`src/hw/rtl/cv2d_pkg.sv`:
```
// Package of the RGB 2-D convolution core: sizes, widths, types and helpers.
// Depends on nothing; used by the front, queue, back and top RTL files.
package cv2d_pkg;
  localparam int unsigned Ksize    = 5;
  localparam int unsigned NTaps    = Ksize * Ksize;
  localparam int unsigned MaxWidth = 2048;
  localparam int unsigned MaxHeight = 4096;
  localparam int unsigned ColW     = $clog2(MaxWidth);
  localparam int unsigned RowW     = $clog2(MaxHeight);
  localparam int unsigned WidthW   = 12;
  localparam int unsigned HeightW  = 13;
  localparam int unsigned CfgW     = 13;
  localparam int unsigned CfgIdxW  = 1;
  localparam int unsigned TapW     = $clog2(NTaps);
  localparam int unsigned PixW     = 24;
  localparam int unsigned ProdW    = 25;
  localparam int unsigned AccW     = 32;
  localparam logic [15:0] SatQ88   = 16'd65280;
  localparam int unsigned QDepth   = 4;
  localparam int unsigned QPtrW    = $clog2(QDepth);

  localparam logic [CfgIdxW-1:0] RegWidth  = 1'b0;
  localparam logic [CfgIdxW-1:0] RegHeight = 1'b1;

  typedef enum logic {KindCoef = 1'b0, KindPixel = 1'b1} kind_e;

  // One window ready for the multiply-accumulate back part.
  typedef struct packed {
    logic [NTaps-1:0][PixW-1:0] win;
    logic                       last;
  } win_t;

  // Clamp a Q.12 sum to unsigned Q8.8.
  function automatic logic [15:0] clamp_q88(input logic signed [AccW-1:0] acc);
    logic [AccW-1:0] sh;
    begin
      sh = $unsigned(acc) >> 4;
      if (acc < 0) clamp_q88 = 16'd0;
      else if (sh > AccW'(SatQ88)) clamp_q88 = SatQ88;
      else clamp_q88 = sh[15:0];
    end
  endfunction
endpackage

```
`src/hw/rtl/cv2d_queue.sv`:
```
// Short FIFO of windows between the front and the back part.
// Depends on cv2d_pkg.
module cv2d_queue (
  input  logic           clk_i,
  input  logic           rst_ni,
  input  logic           push_i,
  input  cv2d_pkg::win_t data_i,
  output logic           space_o,
  output logic           avail_o,
  input  logic           pop_i,
  output cv2d_pkg::win_t data_o
);
  import cv2d_pkg::*;

  win_t mem_q [QDepth];
  logic [QPtrW-1:0] wr_q, rd_q;
  logic [QPtrW:0] cnt_q;

  assign space_o = cnt_q < (QPtrW+1)'(QDepth - 1);
  assign avail_o = cnt_q != '0;
  assign data_o = mem_q[rd_q];

  always_ff @(posedge clk_i) begin
    if (push_i) mem_q[wr_q] <= data_i;
  end

  // Pointers and fill count.
  always_ff @(posedge clk_i or negedge rst_ni) begin
    if (!rst_ni) begin
      wr_q <= '0;
      rd_q <= '0;
      cnt_q <= '0;
    end else begin
      if (push_i) wr_q <= wr_q + 1'b1;
      if (pop_i) rd_q <= rd_q + 1'b1;
      cnt_q <= cnt_q + (QPtrW+1)'(push_i) - (QPtrW+1)'(pop_i);
    end
  end
endmodule

```
`config.mk`:
```
export PLATFORM = sky130hd
export DESIGN_NAME = cv2d_queue
export DESIGN_NICKNAME = d
export VERILOG_FILES = /design/src/hw/rtl/cv2d_pkg.sv /design/src/hw/rtl/cv2d_queue.sv
export SDC_FILE = /design/constraint.sdc
export NUM_CORES = 2
export LEC_CHECK = 0
export ABC_AREA = 1
export BUFFER_PORTS_ARGS = -buffer_cell sky130_fd_sc_hd__clkbuf_2
export CAP_MARGIN = 20
export CELL_PAD_IN_SITES_DETAIL_PLACEMENT = 1
export CELL_PAD_IN_SITES_GLOBAL_PLACEMENT = 2
export CORE_MARGIN = 2
export CORE_UTILIZATION = 38
export CTS_BUF_LIST = sky130_fd_sc_hd__clkbuf_16
export DETAILED_ROUTE_END_ITERATION = 6
export GPL_TIMING_DRIVEN = 0
export PLACE_DENSITY = 0.79
export SYNTH_ARGS = -nofsm -noshare
export SYNTH_HDL_FRONTEND = slang
export SYNTH_SLANG_ARGS = --single-unit
```
`constraint.sdc`:
```
create_clock -name clk_i -period 18.4 [get_ports clk_i]
set_input_delay 1.84 -clock clk_i [delete_from_list [all_inputs] [get_ports clk_i]]
set_output_delay 1.84 -clock clk_i [all_outputs]
set_load 0.02 [all_outputs]
```
Yosys cells after proc, flatten, opt, wreduce, memory -nomap -nowiden

Memories as Yosys holds them, arrays and structs flattened.
Index checks and enable logic that the tools add are counted.

$add $sub $neg: 4
Magnitude comparators: 1
Multiplexer cells: 2
Reductions and logical operators: 1

Operators by type and width:

| operator            | number |
|---|---|
| $add 2x1->2 const B | 2 |
| $add 3x1->3         | 1 |
| $lt 3x2->1 const B  | 1 |
| $reduce_bool 3->1   | 1 |
| $sub 3x1->3         | 1 |
| $mux 1              | 2 |

Bits in registers: 7
RAM bits: 2404
Input port bits: 605
Logic and storage cells: 12
Memories: 1

Memory list:

| name  | depth | width | read ports | clocked after memory_dff | wr ports | line             | text |
|---|---|---|---|---|---|---|---|
| mem_q | 4     | 601   | 1          | 0                        | 1        | cv2d_queue.sv:15 | `win_t mem_q [QDepth];` |

Depth between registers and ports, before layout

Depth in word-level cells: 2
Gate-level depth with buffers: 8

Worst setup path after synthesis

Ideal clock, no wire load.

Kind: input to register
Start point: input push_i
End point: memory mem_q[0][0] (netlist name), enable pin
Setup time: 0.948 ns
Arrival: 13.730 ns
Required time: 17.452 ns
Path slack: 3.722 ns
Stages on the path: 3
Path buffers: 1
Path through: clkbuf_1 -> nand2_1 -> inv_1

Longest elaborated chain between the ends: 2

Ends and longest elaborated chain:

| element                      | line             | text |
|---|---|---|
| start: declaration           | cv2d_queue.sv:6  | `input logic push_i,` |
| $mux 1                       | cv2d_queue.sv:24 | `if (push_i) mem_q[wr_q] <= data_i;` |
| $mux 1 (not written as such) | cv2d_queue.sv:24 |  |
| end: declaration             | cv2d_queue.sv:15 |  |

No other way between the ends.

==> results.txt <==
Status = complete, no violations
Path type of the worst setup path = reg2out
Post-CTS Setup Inserts = 0
Core area = 0.265 mm2
Via Count = 70.6k
H-tree depth = 5
CTS Sinks = 2,411
Worst-path maximum fanout = 10
Vias in the first global route = 73.6k
Most frequent cell after synthesis = nand2_1
CP Data Required Time = 16,560 ps
R2r startpoint = wr_q[1]
Pin count of the biggest net entering global routing = 97
Vias per cell = 4.78
WHS Path Cells = 1
Synth area leader = edfxtp_1
Power Density = 179 mW/mm2
Fmax = 0.181 GHz
Die Ht = 520 um
WHS Endpoint = wr_q[0]
Port Buffer Count = 1,207
Clock transition at path regs = 60 ps
Most frequent cells after synthesis = nand2_1, inv_1, edfxtp_1, nand3_1, buf_2
Final-stage net count = 11.6k
Synth area leaders = edfxtp_1, nand2_1, inv_1, nand3_1, buf_2
Max_cap viols = 0
Hold Path Class = reg2reg
Warnings, synthesis = 0
EDFF count, synth = 2,404
Routed WL = 346 mm
WHS = 529 ps
Finished Core Util = 45.7%
Layout fillers = 29.2k
Total CTS buffers = 276
Die Area = 0.270 mm2
First-pass GRT wire length = 496 mm
Max Slew Vio Count = 0
CTS tree = yes
Post-Syn Area = 0.101 mm2
Clock Latency Late Sink = 850 ps
Post-DRT Antenna Nets = 0
Sequential cell area fraction in the yosys report = 71.6%
Drt pass-1 iters = 6
Post-synth net total = 10.1k
Area grow syn2layout = 19.7%
Tightest Pin Transition = 852 ps
Post-Syn Area per Cell = 10.7 um2
Wire length per cell = 23.4 um
Critical R2R Capture = mem_q[0][185]
Post-synth top area share = 71.4%
Slew headroom = 43.2%
Crit path time final = 5530 ps
Ports = 1,208
CP Capture Type = output pin
Number of DRC markers in iteration 0 = 4,795
Register area = 0.0724 mm2
Setup Skew = 31.6 ps
Post_cts resized = 0
Hold path start = wr_q[0]
Peak VDD IR = 0.000118 V
Worst path arrival time = 3690 ps
Post-Layout Cell Count = 14.8k
Clk root buf = clkbuf_16
Most common flop cell mapped by yosys = edfxtp_1
Multi-input gate area = 0.0175 mm2
DRC Markers = 0
CTS Hold Bufs = 0
Final setup viols = 0
FFs w/ async S/R, synth = 0.290%
DP HPWL = 242 mm
Die W = 520 um
Antenna violations before repair = 167
Unrepaired setup endpoints after global routing = no
Hold Vio Cnt, Final = 0
Crit start category = flip-flop
Setup tns final = 0 ps
Global route total overflow = 0
Cell variety after synth = 17
Global Route Usage Sum = 25.0%
Starting Density = 38.2%
Leakage = 0.0565 uW
Synth Instances = 9,457
Cell count of the worst reg-to-reg path = 8
RD Place Congestion = 0.828
Register bit total from synthesis = 2,411
FF-to-FF setup slack = 14,940 ps
Fin crit share = 30.0%
Placed insts = 14.2k
Clk buf depth = 4
Num rows = 189
Layout cells sized above 1 = 17.1%
## sequential cells by signal (all words and copies together), names as in the netlist
register,count
mem_q,2404
cnt_q,3
rd_q,2
wr_q,2
## cell usage in the layout (no fill, tap or decap), types with 28 or more instances in the layout
cell | Yosys | final
clkinv_1 | 0 | 65
buf_4 | 58 | 58
buf_2 | 244 | 244
clkinv_2 | 0 | 30
nand2_1 | 3011 | 3011
clkbuf_1 | 61 | 61
edfxtp_1 | 2404 | 2404
nand3_1 | 1203 | 1203
clkbuf_16 | 0 | 280
inv_1 | 2415 | 2482
buf_16 | 0 | 28
clkbuf_2 | 0 | 1207
diode_2 | 0 | 79
## critical path, cell delays in order (launching register included)
cell	delay, ps
dfrtp_1	350
buf_2	340
inv_2	550
clkbuf_1	570
buf_8	240
buf_2	290
nand3_1	140
nand2_1	120
clkbuf_2	200
## report_power, final
group          total, uW  internal (uW)  switching, uW
clock               5170           2960           2210
combinational       9060           2200           6860
sequential          7390           7180            211
total              21600          12300           9280
## area by class of cell
cell class / instances / area share (%)
antenna: 79 / 0.163
buffer: 401 / 1.79
multi-input combinational: 4228 / 14.4
clock buffer: 280 / 5.79
timing repair buffer: 1238 / 5.67
tap: 3533 / 3.65
clock inverter: 203 / 1.13
inverter: 2417 / 7.53
sequential: 2411 / 59.8
## metal layers
metal / GRT usage [%] / vias to the layer above / wire length [um] / part of all wire [%]
li1: - / 32700 / - / -
met1: 29.5 / 35100 / 134000 / 39
met2: 41.8 / 2058 / 168000 / 48
met3: 7.23 / 682 / 27900 / 8.1
met4: 11.9 / 82 / 16700 / 4.8
met5: 0 / - / 497 / 0.14
## cells by family (layout without fill, tap and decap cells)
| logic type | count (synthesis) | count (layout) | synth area share, % |
|---|---|---|---|
| and+or+nand+nor | 4214 | 4214 | 17.1 |
| buffers and inverters | 2818 | 4539 | 11.1 |
| DFF | 2411 | 2411 | 71.6 |
| adders and majority gates | 8 | 8 | 0.106 |
| xor gates and xnor gates | 4 | 4 | 0.0347 |
| AOI/OAI and AO/OA | 2 | 2 | 0.00989 |
| other | 0 | 79 | 0 |
## through the flow
step / setup WS, ps / cell area [um2] / total power, uW
floorplan: 3720 / 101000 / 13100
global placement: -8540 / 112000 / 17700
detailed placement: 13070 / 112000 / 16700
CTS: 12670 / 121000 / 21900
global route: 12680 / 121000 / 22700
finish: 12870 / 121000 / 21600
## worst max path at each step
stage / from / cells after the start / slack [ps] / endpoint
floorplan: push_i / 3 / 3720 / mem_q[0][0]
finish: rd_q[1] / 8 / 12870 / data_o[333]
global route: rd_q[1] / 8 / 12680 / data_o[337]
detailed placement: push_i / 8 / 13070 / mem_q[0][173]
global placement: push_i / 4 / -8540 / mem_q[0][173]
CTS: rd_q[1] / 7 / 12670 / data_o[515]
No activity file was read; power rests on OpenSTA's default activity.
